### src/hdl/i2p_pkg.sv
// Shared types, character codes and precedence functions for the
// infix-to-postfix converter. No dependencies.

package i2p_pkg;

	// Operator stack depth used by default
	localparam int unsigned STACK_DEPTH_DEF = 32;
	localparam int unsigned SYM_W           = 8;

	// Operator characters
	localparam logic [SYM_W-1:0] CH_ADD   = 8'h2B; // '+'
	localparam logic [SYM_W-1:0] CH_SUB   = 8'h2D; // '-'
	localparam logic [SYM_W-1:0] CH_MUL   = 8'h2A; // '*'
	localparam logic [SYM_W-1:0] CH_DIV   = 8'h2F; // '/'
	localparam logic [SYM_W-1:0] CH_POW   = 8'h5E; // '^'
	localparam logic [SYM_W-1:0] CH_OPEN  = 8'h28; // '('
	localparam logic [SYM_W-1:0] CH_CLOSE = 8'h29; // ')'

	// Error codes
	localparam logic [1:0] ERR_NONE     = 2'd0;
	localparam logic [1:0] ERR_OVERFLOW = 2'd1;
	localparam logic [1:0] ERR_CLOSE    = 2'd2;
	localparam logic [1:0] ERR_OPEN     = 2'd3;

	// Sequencer states
	typedef enum logic [5:0] {
		ST_IDLE   = 6'b000001,
		ST_OPER   = 6'b000010,
		ST_CLOSE  = 6'b000100,
		ST_FLUSH  = 6'b001000,
		ST_REFILL = 6'b010000,
		ST_DONE   = 6'b100000
	} state_t;

	// One postfix result before end-of-input marking
	typedef struct packed {
		logic             has_symbol;
		logic [SYM_W-1:0] out_symbol;
		logic [1:0]       error;
	} res_t;

	// Requests from the sequencer to the result queue
	typedef struct packed {
		logic emit;   // push one result
		res_t res;
		logic close;  // input finished: mark last result
		logic expr;   // input was the expression's last character
	} q_req_t;

	// Queue status back to the sequencer
	typedef struct packed {
		logic emit_ok;
		logic close_ok;
	} q_stat_t;

	function automatic logic is_oper(input logic [SYM_W-1:0] c);
		return (c == CH_ADD) || (c == CH_SUB) || (c == CH_MUL) || (c == CH_DIV) ||
			(c == CH_POW) || (c == CH_OPEN) || (c == CH_CLOSE);
	endfunction

	// Precedence of a symbol sitting on the stack
	function automatic logic [2:0] in_prec(input logic [SYM_W-1:0] c);
		logic [2:0] p;
		p = 3'd0;
		if ((c == CH_ADD) || (c == CH_SUB)) p = 3'd2;
		else if ((c == CH_MUL) || (c == CH_DIV)) p = 3'd4;
		else if (c == CH_POW) p = 3'd5;
		return p;
	endfunction

	// Precedence of an arriving symbol
	function automatic logic [2:0] out_prec(input logic [SYM_W-1:0] c);
		logic [2:0] p;
		p = 3'd0;
		if ((c == CH_ADD) || (c == CH_SUB)) p = 3'd1;
		else if ((c == CH_MUL) || (c == CH_DIV)) p = 3'd3;
		else if (c == CH_POW) p = 3'd6;
		else if (c == CH_OPEN) p = 3'd7;
		return p;
	endfunction

endpackage

### src/hdl/i2p_stack_ram.sv
// Operator stack storage: one write port, one read port, registered read.
// Depends on i2p_pkg for the symbol width.

module i2p_stack_ram import i2p_pkg::*; #(
	parameter int unsigned DEPTH = STACK_DEPTH_DEF,
	localparam int unsigned AW   = (DEPTH > 1) ? $clog2(DEPTH) : 1
) (
	input  logic             clk,
	input  logic             wr_en,
	input  logic [AW-1:0]    wr_addr,
	input  logic [SYM_W-1:0] wr_data,
	input  logic [AW-1:0]    rd_addr,
	output logic [SYM_W-1:0] rd_data
);

	logic [SYM_W-1:0] mem [DEPTH];

	// Write one entry
	always_ff @(posedge clk) begin
		if (wr_en) begin
			mem[wr_addr] <= wr_data;
		end
	end

	// Registered read
	always_ff @(posedge clk) begin
		rd_data <= mem[rd_addr];
	end

endmodule

### src/hdl/i2p_result_queue.sv
// Result hold stage and output register; marks the last result of an input.
// Depends on i2p_pkg for the request and status structs.

module i2p_result_queue import i2p_pkg::*; (
	input  logic             clk,
	input  logic             arst_n,
	input  q_req_t           req,
	output q_stat_t          stat,
	output logic             out_valid,
	input  logic             out_ready,
	output logic             has_symbol,
	output logic [SYM_W-1:0] out_symbol,
	output logic             run_last,
	output logic             expr_done,
	output logic [1:0]       error
);

	logic       pend_vld_q;
	res_t       pend_q;
	logic       out_vld_q;
	res_t       out_res_q;
	logic       out_last_q;
	logic       out_done_q;
	logic       out_free;
	logic       load_out;

	assign out_free      = !out_vld_q || out_ready;
	assign stat.emit_ok  = !pend_vld_q || out_free;
	assign stat.close_ok = out_free;
	assign load_out      = (req.emit && pend_vld_q) ||
		(req.close && (pend_vld_q || req.expr));

	// Control: hold one result back until its successor or the end of input
	always_ff @(posedge clk or negedge arst_n) begin
		if (!arst_n) begin
			pend_vld_q <= 1'b0;
			out_vld_q  <= 1'b0;
		end else begin
			if (req.emit) begin
				pend_vld_q <= 1'b1;
			end else if (req.close) begin
				pend_vld_q <= 1'b0;
			end
			if (load_out) begin
				out_vld_q <= 1'b1;
			end else if (out_ready) begin
				out_vld_q <= 1'b0;
			end
		end
	end

	// Payload: advance hold stage into the output register
	always_ff @(posedge clk) begin
		if (req.emit) begin
			pend_q <= req.res;
			if (pend_vld_q) begin
				out_res_q  <= pend_q;
				out_last_q <= 1'b0;
				out_done_q <= 1'b0;
			end
		end else if (req.close) begin
			if (pend_vld_q) begin
				out_res_q <= pend_q;
			end else begin
				out_res_q <= '{has_symbol: 1'b0, out_symbol: '0, error: ERR_NONE};
			end
			out_last_q <= 1'b1;
			out_done_q <= req.expr;
		end
	end

	assign out_valid  = out_vld_q;
	assign has_symbol = out_res_q.has_symbol;
	assign out_symbol = out_res_q.out_symbol;
	assign error      = out_res_q.error;
	assign run_last   = out_last_q;
	assign expr_done  = out_done_q;

endmodule

### src/hdl/infix_to_postfix_converter_unit.sv
// Top level of the shunting-yard infix-to-postfix converter.
// Depends on i2p_pkg, i2p_stack_ram and i2p_result_queue.
//
// Usage: one infix character enters per request on the input channel
// (symbol, final_symbol). Operands pass straight to the output; operators
// are held on a stack in a synchronous RAM and leave in postfix order.
// Each output request carries one result; run_last marks the last result of
// an input and expr_done the last result of the final input. A non-final
// input that causes no result (a pushed operator) gives no output request.
// Steps: an operand or an open parenthesis is handled on acceptance; any
// other operator first passes through an operator or close state. Every
// popped stack entry, a discarded open parenthesis included, takes a pop
// and then a reload of the new top from the RAM read port. A close
// parenthesis that finds its match discards it without a result. A final
// input then pops the whole stack the same way; a done state closes each
// input. An operand's result enters the hold stage on acceptance.
// Reset empties the stack and drops all pending results; stack contents
// need no clearing. When the receiver stalls, the output register holds,
// one more result waits in a hold stage, and then the sequencer stops.

module infix_to_postfix_converter_unit import i2p_pkg::*; #(
	parameter int unsigned STACK_DEPTH = STACK_DEPTH_DEF
) (
	input  logic             clk,
	input  logic             arst_n,
	input  logic             in_valid,
	output logic             in_ready,
	input  logic [SYM_W-1:0] symbol,
	input  logic             final_symbol,
	output logic             out_valid,
	input  logic             out_ready,
	output logic             has_symbol,
	output logic [SYM_W-1:0] out_symbol,
	output logic             run_last,
	output logic             expr_done,
	output logic [1:0]       error
);

	localparam int unsigned CW = $clog2(STACK_DEPTH + 1);
	localparam int unsigned AW = (STACK_DEPTH > 1) ? $clog2(STACK_DEPTH) : 1;

	state_t           st_q, st_d;
	state_t           ret_q, ret_d;
	logic [CW-1:0]    count_q;
	logic [SYM_W-1:0] top_q;
	logic [SYM_W-1:0] sym_q;
	logic             fin_q;
	logic [SYM_W-1:0] rd_data;
	logic [CW-1:0]    below_top;
	logic             full;
	logic             empty;
	logic             push_en;
	logic [SYM_W-1:0] push_sym;
	logic             pop_en;
	logic             accept;
	state_t           after_in;
	state_t           after_op;
	q_req_t           req;
	q_stat_t          stat;

	assign full      = (count_q == CW'(STACK_DEPTH));
	assign empty     = (count_q == '0);
	assign below_top = count_q - CW'(2);
	assign in_ready  = (st_q == ST_IDLE);
	assign accept    = in_valid && in_ready;
	assign after_in  = final_symbol ? ST_FLUSH : ST_DONE;
	assign after_op  = fin_q ? ST_FLUSH : ST_DONE;

	i2p_stack_ram #(
		.DEPTH (STACK_DEPTH)
	) u_stack (
		.clk     (clk),
		.wr_en   (push_en),
		.wr_addr (count_q[AW-1:0]),
		.wr_data (push_sym),
		.rd_addr (below_top[AW-1:0]),
		.rd_data (rd_data)
	);

	i2p_result_queue u_queue (
		.clk        (clk),
		.arst_n     (arst_n),
		.req        (req),
		.stat       (stat),
		.out_valid  (out_valid),
		.out_ready  (out_ready),
		.has_symbol (has_symbol),
		.out_symbol (out_symbol),
		.run_last   (run_last),
		.expr_done  (expr_done),
		.error      (error)
	);

	// Sequencer: decide pops, pushes and results for the current input
	always_comb begin
		st_d     = st_q;
		ret_d    = ret_q;
		push_en  = 1'b0;
		push_sym = sym_q;
		pop_en   = 1'b0;
		req      = '0;
		case (st_q)
			ST_IDLE: begin
				if (in_valid) begin
					if (!is_oper(symbol)) begin
						req.emit = 1'b1;
						req.res  = '{has_symbol: 1'b1, out_symbol: symbol, error: ERR_NONE};
						st_d     = after_in;
					end else if (symbol == CH_OPEN) begin
						if (full) begin
							req.emit = 1'b1;
							req.res  = '{has_symbol: 1'b0, out_symbol: '0, error: ERR_OVERFLOW};
						end else begin
							push_en  = 1'b1;
							push_sym = symbol;
						end
						st_d = after_in;
					end else if (symbol == CH_CLOSE) begin
						st_d = ST_CLOSE;
					end else begin
						st_d = ST_OPER;
					end
				end
			end
			ST_OPER: begin
				if (!empty && (out_prec(sym_q) < in_prec(top_q))) begin
					if (stat.emit_ok) begin
						req.emit = 1'b1;
						req.res  = '{has_symbol: 1'b1, out_symbol: top_q, error: ERR_NONE};
						pop_en   = 1'b1;
						ret_d    = ST_OPER;
						st_d     = ST_REFILL;
					end
				end else if (full) begin
					if (stat.emit_ok) begin
						req.emit = 1'b1;
						req.res  = '{has_symbol: 1'b0, out_symbol: '0, error: ERR_OVERFLOW};
						st_d     = after_op;
					end
				end else begin
					push_en = 1'b1;
					st_d    = after_op;
				end
			end
			ST_CLOSE: begin
				if (empty) begin
					if (stat.emit_ok) begin
						req.emit = 1'b1;
						req.res  = '{has_symbol: 1'b0, out_symbol: '0, error: ERR_CLOSE};
						st_d     = after_op;
					end
				end else if (top_q == CH_OPEN) begin
					// drop the matching open parenthesis
					pop_en = 1'b1;
					ret_d  = after_op;
					st_d   = ST_REFILL;
				end else if (stat.emit_ok) begin
					req.emit = 1'b1;
					req.res  = '{has_symbol: 1'b1, out_symbol: top_q, error: ERR_NONE};
					pop_en   = 1'b1;
					ret_d    = ST_CLOSE;
					st_d     = ST_REFILL;
				end
			end
			ST_FLUSH: begin
				if (empty) begin
					st_d = ST_DONE;
				end else if (stat.emit_ok) begin
					req.emit = 1'b1;
					if (top_q == CH_OPEN) begin
						req.res = '{has_symbol: 1'b0, out_symbol: '0, error: ERR_OPEN};
					end else begin
						req.res = '{has_symbol: 1'b1, out_symbol: top_q, error: ERR_NONE};
					end
					pop_en = 1'b1;
					ret_d  = ST_FLUSH;
					st_d   = ST_REFILL;
				end
			end
			ST_REFILL: begin
				st_d = ret_q;
			end
			ST_DONE: begin
				if (stat.close_ok) begin
					req.close = 1'b1;
					req.expr  = fin_q;
					st_d      = ST_IDLE;
				end
			end
			default: begin
				st_d = ST_IDLE;
			end
		endcase
	end

	// Control registers: state and stack count
	always_ff @(posedge clk or negedge arst_n) begin
		if (!arst_n) begin
			st_q    <= ST_IDLE;
			ret_q   <= ST_IDLE;
			count_q <= '0;
		end else begin
			st_q  <= st_d;
			ret_q <= ret_d;
			if (push_en) begin
				count_q <= count_q + CW'(1);
			end else if (pop_en) begin
				count_q <= count_q - CW'(1);
			end
		end
	end

	// Payload: latch request, keep top of stack next to the RAM
	always_ff @(posedge clk) begin
		if (accept) begin
			sym_q <= symbol;
			fin_q <= final_symbol;
		end
		if (push_en) begin
			top_q <= push_sym;
		end else if (st_q == ST_REFILL) begin
			top_q <= rd_data;
		end
	end

	// Checks
	a_count_range: assert property (@(posedge clk) disable iff (!arst_n)
		count_q <= CW'(STACK_DEPTH))
		else $error("stack count beyond depth");

	a_done_is_last: assert property (@(posedge clk) disable iff (!arst_n)
		out_valid && expr_done |-> run_last)
		else $error("expression end not marked as last result");

	a_error_no_symbol: assert property (@(posedge clk) disable iff (!arst_n)
		out_valid && (error != ERR_NONE) |-> !has_symbol && (out_symbol == '0))
		else $error("error result carries a symbol");

	a_push_pop_excl: assert property (@(posedge clk) disable iff (!arst_n)
		!(push_en && pop_en) && !(push_en && full))
		else $error("illegal stack access");

	a_refill_after_pop: assert property (@(posedge clk) disable iff (!arst_n)
		pop_en |=> (st_q == ST_REFILL))
		else $error("pop not followed by top reload");

endmodule
### config.mk
export PLATFORM = sky130hd
export DESIGN_NAME = infix_to_postfix_converter_unit
export DESIGN_NICKNAME = d
export VERILOG_FILES = /design/src/hdl/i2p_pkg.sv /design/src/hdl/i2p_stack_ram.sv /design/src/hdl/i2p_result_queue.sv /design/src/hdl/infix_to_postfix_converter_unit.sv
export SDC_FILE = /design/constraint.sdc
export NUM_CORES = 1
export LEC_CHECK = 0
export BUFFER_PORTS_ARGS = -buffer_cell sky130_fd_sc_hd__buf_4
export CAP_MARGIN = 20
export CORE_AREA = 2 2 168 170
export DETAILED_ROUTE_END_ITERATION = 8
export DIE_AREA = 0 0 170 172
export GPL_ROUTABILITY_DRIVEN = 1
export PLACE_DENSITY_LB_ADDON = 0.1
export SLEW_MARGIN = 10
export SYNTH_ARGS = -nofsm -noshare
export SYNTH_HDL_FRONTEND = slang
export SYNTH_SLANG_ARGS = --single-unit
export TNS_END_PERCENT = 50
### constraint.sdc
create_clock -name clk -period 3.7 [get_ports clk]
set_clock_uncertainty 0.15 [all_clocks]
set_input_delay 0.37 -clock clk [delete_from_list [all_inputs] [get_ports clk]]
set_output_delay 0.37 -clock clk [all_outputs]
set_load 0.02 [all_outputs]
* Yosys cells after proc, flatten, opt, wreduce, memory -nomap -nowiden
Memories as Yosys holds them, arrays and structs flattened. A register that Yosys moved wholly into a read port is not among the register bits.
Index checks and enable logic that the tools add are counted.
** Word-level totals
- Bits in registers :: 61
- Memory bits (writable) :: 256
- Input bits :: 13
- Output and inout bits :: 15
- Logic and storage cells :: 171
- Memories :: 1
** Operators by class
- Add/subtract/negate cells :: 3
- Magnitude comparators :: 1
- Equal/unequal tests :: 35
- Multiplexer cells :: 85
- Reductions and logical operators :: 30
** Memories
- u_stack.mem :: words 32, bits a word 8, rd ports 1, clocked after Yosys merged registers in 1, wr ports 1, RTL line i2p_stack_ram.sv:16 : logic [SYM_W-1:0] mem [DEPTH];
** Operator list (number)
- $mux W12 :: 13
- $mux W6 :: 22
- $eq A8 B6 Y1 const B :: 16
- $mux W8 :: 7
- $mux W11 :: 5
- $pmux W12 S4 :: 1
- $pmux W6 S6 :: 1
- $mux W3 :: 10
- $eq A8 B7 Y1 const B :: 3
- $mux W1 :: 21
- $pmux W6 S3 :: 1
- $logic_or A1 B1 Y1 :: 14
- $ne A2 B2 Y1 const B :: 7
- $eq A6 B6 Y1 const B :: 2
- $reduce_bool A2 Y1 :: 4
- $reduce_and A7 Y1 :: 1
- $add A6 B1 Y6 const B :: 1
- $eq A6 B1 Y1 const B :: 1
- $eq A6 B2 Y1 const B :: 1
- $eq A6 B3 Y1 const B :: 1
- $eq A6 B4 Y1 const B :: 1
- $eq A6 B5 Y1 const B :: 1
- $logic_not A6 Y1 :: 1
- $sub A6 B1 Y6 const B :: 1
- 11 further kinds :: 18

* Depth between registers and ports, before layout
- Depth in word-level cells :: 13
- Gate-level depth with buffers :: 20
- Gate-level depth less buffers :: 19

* Modules after synthesis
From an unflattened synthesis, not the netlist that was laid out.
** Unflattened totals
- Cell total of the unflattened synthesis :: 721
- Area, all modules :: 13430.4 µm²
** By module, submodules not included
- i2p_stack_ram :: times used 1, cells an instance 417, area each 10053.4 µm², seq. area each 7847.5 µm²
- infix_to_postfix_converter_unit :: times used 1, cells an instance 254, area each 2416.1 µm², seq. area each 938.4 µm²
- i2p_result_queue :: times used 1, cells an instance 50, area each 960.9 µm², seq. area each 770.7 µm²

* Worst setup path after synthesis
Ideal clock, no wire load.
- Kind :: register to register
- From :: register top_q[4]
- To :: register count_q[5]
- Setup time :: 0.120 ns
- Arrival time :: 3.795 ns
- Data required time :: 3.430 ns
- Slack :: -0.365 ns
- Cell stages (with the launch flop) :: 17
- Path buffers :: 1
- Clock period less this slack :: 4.065 ns
- Cell sequence :: edfxtp_1 or4b_4 nor2_1 o211ai_1 ha_1 a21o_1 nor3_1 a21oi_2 o21ai_2 buf_6 ha_1 a21o_1 a21oi_1 o21bai_1 a21oi_1 xnor2_1 o211a_1
** On the way
- Word-level cells in the longest chain between the ends :: 10
- Elaborated cells on any way between the ends :: 22
- Classes of those cells :: order compare (1); eq/ne (6); mux (11); reduce/logical (4)
** RTL lines
- from (decl) :: RTL line infix_to_postfix_converter_unit.sv:45 : logic [SYM_W-1:0] top_q;
- from (signal assigned) :: RTL line infix_to_postfix_converter_unit.sv:220 : top_q <= push_sym;
- from (signal assigned) :: RTL line infix_to_postfix_converter_unit.sv:222 : top_q <= rd_data;
- $eq A8 B7 Y1 or $eq A8 B6 Y1 (tied branches) :: RTL line i2p_pkg.sv:67, i2p_pkg.sv:66
- $mux W3 or $logic_or A1 B1 Y1 (tied branches) :: RTL line i2p_pkg.sv:67, i2p_pkg.sv:66
- $mux W3 :: RTL line i2p_pkg.sv:66 : else if ((c == CH_MUL) || (c == CH_DIV)) p = 3'd4;
- $mux W3 :: RTL line i2p_pkg.sv:65 : if ((c == CH_ADD) || (c == CH_SUB)) p = 3'd2;
- $mux W3 :: RTL line infix_to_postfix_converter_unit.sv:102 : case (st_q)
- $lt A3 B3 Y1 :: RTL line infix_to_postfix_converter_unit.sv:126 : if (!empty && (out_prec(sym_q) < in_prec(top_q))) begin
- $logic_and A1 B1 Y1 :: RTL line infix_to_postfix_converter_unit.sv:126
- $mux W1 :: RTL line infix_to_postfix_converter_unit.sv:126
- $pmux W1 S3 or $pmux W1 S2 (tied branches) :: RTL line infix_to_postfix_converter_unit.sv:102
- $reduce_bool A2 Y1 (no source line) or $mux W6 (tied branches)
- to (signal assigned) :: RTL line infix_to_postfix_converter_unit.sv:206 : count_q <= count_q + CW'(1);
- to (signal assigned) :: RTL line infix_to_postfix_converter_unit.sv:208 : count_q <= count_q - CW'(1);
- to (decl) :: RTL line infix_to_postfix_converter_unit.sv:44 : logic [CW-1:0] count_q;
Parallel ways exist; a longest one is shown, timed or not. The select of a mux whose other input is x is not followed.
A chain may end at the register's enable or synchronous reset.

* Worst setup path after layout
- From :: register top_q[6]
- To :: register count_q[5]
The elaborated chain is that of the path after synthesis.

==> impl_metrics.yaml <==
routing:
  avgViaCountPerCell: 5.96
  detail_route.drc_violations: 0
  drt_iter0_markers: 630
  wirelength_um: 30300
  route.vias.total: 7337
  antenna_left: 0
  first_pass_iters: 7
  wl_per_cell_um: 24.6
min_path:
  min-delay-path-class: "input port to flip-flop"
  worst_hold_startpoint: "out_ready"
  holdPathStages: 3
worst_setup_path:
  worst_ep_required_time_ns: 3.95
  setup.worst_path.end_class: "flip-flop"
  worst_path_most_repeated_cell: "sky130_fd_sc_hd__a21oi_2"
  r2r_cells: 17
  start_kind: "flip-flop"
  crit_path_cell_chain: "or4b_4, nor2_4, o211ai_1, ha_1, buf_4, a21o_1, nor3_2, a21oi_2, o21ai_4, ha_4, a21o_1, a21oi_2, o21bai_1, a21oi_2, buf_4, xnor2_1, o211a_1"
  master_of_the_slowest_instance_on_the_critical_path: "sky130_fd_sc_hd__or4b_4"
  timing.critical_path.from: "top_q[6]"
  worst-setup-path-type: "flip-flop to flip-flop"
  worstPathMaxFanout: 3
  slowest_delay_ns: 0.56
  rr_startpoint: "top_q[6]"
  cp_data_arrival_time_ns: 4.08
floorplanning:
  initial_utilization: 0.492
  placementRows: 61
  floorplan.io_pins: 28
  coreArea_sq_um: 27500
  design.die.area_sq_um: 29200
  dieHeight_um: 172
  dieWidth_um: 170
final_layout:
  final_layout_size_suffix_gt1_frac: 0.365
  num-nets-final: 880
  area_growth_syn_to_layout_pct: 19.7
  diodes: 0
grt:
  first_global_vias: 7561
  maximum_number_of_pins_on_one_net_before_global_route_repair: 82
  gr-usage-all-layers: 0.214
  global_route.overflow_total: 0
  grt_pass1_wl_um: 46100
  grt_antenna_before_repair: 0
synthesis:
  synth_nets: 737
  yosys_warnings: 0
  post_synth_instance_area_sq_um: 13500
  synth_cell_type_count: 76
  syn_avg_cell_area_sq_um: 18.9
  synth_largest_type_area_fraction: 0.659
  netlist.top_cell.by_area: "sky130_fd_sc_hd__edfxtp_1"
  yosys-top-cells-area: "sky130_fd_sc_hd__edfxtp_1, sky130_fd_sc_hd__mux4_2, sky130_fd_sc_hd__dfrtp_1"
  most_common_cell_in_the_netlist: "sky130_fd_sc_hd__edfxtp_1"
  synthArstFlopShare: 0.0586
  synth_flop_cell: "sky130_fd_sc_hd__edfxtp_1"
  synth-edff-count: 297
  commonest_cells_post_synth: "sky130_fd_sc_hd__edfxtp_1, sky130_fd_sc_hd__mux4_2, sky130_fd_sc_hd__nor2_1, sky130_fd_sc_hd__mux2_2, sky130_fd_sc_hd__dfrtp_1"
  synth.ff_latch_count: 324
  synthCells: 716
  synth_seq_area_share: 0.707
flow_run:
  cap_violations: 0
clock_network:
  cts_tree: "yes"
  clk_tree_root_cell: "sky130_fd_sc_hd__clkbuf_16"
  clkTransAtPathRegs_ns: 0.06
  clk-insertion-delay-late_ns: 0.51
  cts-root-to-sink-buffers: 3
  htree_levels: 2
  tritoncts_num_sinks: 324
  cts_buffers: 35
power:
  total_power_mw: 11.5
  power_leakage_nw: 5.45
  p_per_area_nw_per_um2: 709
  vdd.ir_drop.worst_uv: 378
timing:
  period_needed_ns: 3.83
  maxSlewViolCount: 0
  timing.final.hold_violations: 0
  finalWorstSetupSlack_ns: -0.127
  finalSetupViolCount: 20
  final_min_period_over_clock_period: 1.03
  rsz0062_at_grt: "true"
  tightestPinTransition_ns: 0.846
  max_clock_freq_mhz: 261
  max_slew_margin: 0.436
place:
  detailed_place_hpwl_um: 19900
  dp_slack_ns: -0.247
  io_buffer_count: 27
  gpl.final_weighted_congestion: 0.931
run_status:
  status: "finished, violations left"
  violations_in_the_final_reports: "negative setup slack"
-- layer usage --
metal | vias up | wire length [um] | share of wire | global-route usage
li1 | 3259 | - | - | -
met1 | 3856 | 13300 | 0.44 | 0.301
met2 | 183 | 15100 | 0.50 | 0.358
met3 | 39 | 1290 | 0.042 | 0.0293
met4 | 0 | 621 | 0.020 | 0.0583
met5 | - | 0 | 0 | 0
-- sequential cells by signal, summed over array words and instances, names as in the netlist, 2 cells and up --
signal              cells
count_q                 6
ret_q                   5
st_q                    6
sym_q                   8
top_q                   8
u_queue.error           2
u_queue.out_symbol      8
u_queue.pend_q         11
u_stack.mem           256
u_stack.rd_data         8
-- final cells by class --
type                       count  area (sq um)
clock buffer                  38           887
clock inverter                25           220
fill                        2061         11300
inverter                      12          45.0
multi-input combinational    347          3910
sequential                   324          9560
tap                          346           433
timing repair buffer         139          1140
-- path summary, 6_finish.rpt --
kind / end / slack (ns)
setup / recovery: count_q[5] / -0.13
hold / removal: st_q[0] / 0.05
setup reg to reg: count_q[5] / -0.13
hold reg to reg: ret_q[0] / 0.36
max in group asynchronous: ret_q[0] / 2.99
min in group asynchronous: u_queue.pend_vld_q / 0.13
-- stage by stage --
stage / std cells / hold WS [ns] / area (sq um) / util / setup TNS (ns)
after floorplan: 716 / -0.0756 / 13600 / - / -16.45
after global placement: 1149 / 0.111 / 14800 / 0.537 / -0.130
after detailed placement: 1149 / 0.115 / 14800 / 0.537 / -0.448
after CTS: 1224 / 0.0289 / 16000 / 0.584 / -0.298
after global routing: 1231 / 0.0644 / 16200 / 0.589 / -8.88
final: 1231 / 0.0508 / 16200 / 0.589 / -0.523
-- what timing repair did --
item / CTS / global route
endpoints found under the hold margin: 28 / 0
resized for setup: 10 / 18
pin swaps: 8 / 9
hold buffers: 10 / 0
buffers inserted: 2 / 7
setup endpoints to repair: 12 / 267
-- report_power, final --
group | internal (mW) | switching [mW]
Sequential | 4.51 | 0.155
Clock | 1.96 | 1.40
Combinational | 1.60 | 1.86
Total | 8.07 | 3.42
-- placed cells by master (no fill, tap or decap), types with 4 or more instances in the layout --
master	netlist	final
sky130_fd_sc_hd__a211oi_1	4	4
sky130_fd_sc_hd__a21boi_0	11	11
sky130_fd_sc_hd__a21o_1	4	4
sky130_fd_sc_hd__a21oi_1	16	12
sky130_fd_sc_hd__a21oi_2	1	5
sky130_fd_sc_hd__a22o_1	7	7
sky130_fd_sc_hd__and2_1	9	9
sky130_fd_sc_hd__buf_4	1	118
sky130_fd_sc_hd__buf_6	3	8
sky130_fd_sc_hd__clkbuf_16	0	35
sky130_fd_sc_hd__clkinv_1	0	6
sky130_fd_sc_hd__clkinv_2	0	8
sky130_fd_sc_hd__dfrtp_1	17	15
sky130_fd_sc_hd__dfxtp_1	8	8
sky130_fd_sc_hd__dlygate4sd3_1	0	10
sky130_fd_sc_hd__edfxtp_1	297	297
sky130_fd_sc_hd__ha_1	7	5
sky130_fd_sc_hd__inv_1	12	12
sky130_fd_sc_hd__inv_6	0	4
sky130_fd_sc_hd__mux2_2	18	18
sky130_fd_sc_hd__mux4_2	80	80
sky130_fd_sc_hd__nand2_1	15	13
sky130_fd_sc_hd__nand2b_1	9	9
sky130_fd_sc_hd__nand3_1	5	5
sky130_fd_sc_hd__nand4_1	5	5
sky130_fd_sc_hd__nand4b_1	5	5
sky130_fd_sc_hd__nor2_1	40	37
sky130_fd_sc_hd__nor3_1	7	6
sky130_fd_sc_hd__nor4_1	10	9
sky130_fd_sc_hd__o2111ai_1	4	4
sky130_fd_sc_hd__o21ai_0	4	4
sky130_fd_sc_hd__or3_1	5	5
sky130_fd_sc_hd__xnor2_1	5	4
-- worst max-delay path, delay by kind of cell (launching register included) --
family / cells / cell delay, ns
flops: 1 / 0.44
simple gates: 3 / 0.86
fa+ha+maj: 2 / 0.54
buf+inv: 2 / 0.28
compound gates: 9 / 1.38
xor+xnor: 1 / 0.06
-- logic make-up after synthesis --
| group | after synthesis | share of synthesized area |
|---|---|---|
| and+or+nand+nor | 143 | 0.0629 |
| adders and majority gates | 8 | 0.00795 |
| AOI/OAI and AO/OA | 87 | 0.0515 |
| xor gates and xnor gates | 8 | 0.00518 |
| DFF | 324 | 0.707 |
| buffers and inverters | 45 | 0.0155 |
| muxes | 101 | 0.150 |
No activity file was read; power rests on OpenSTA's default activity.
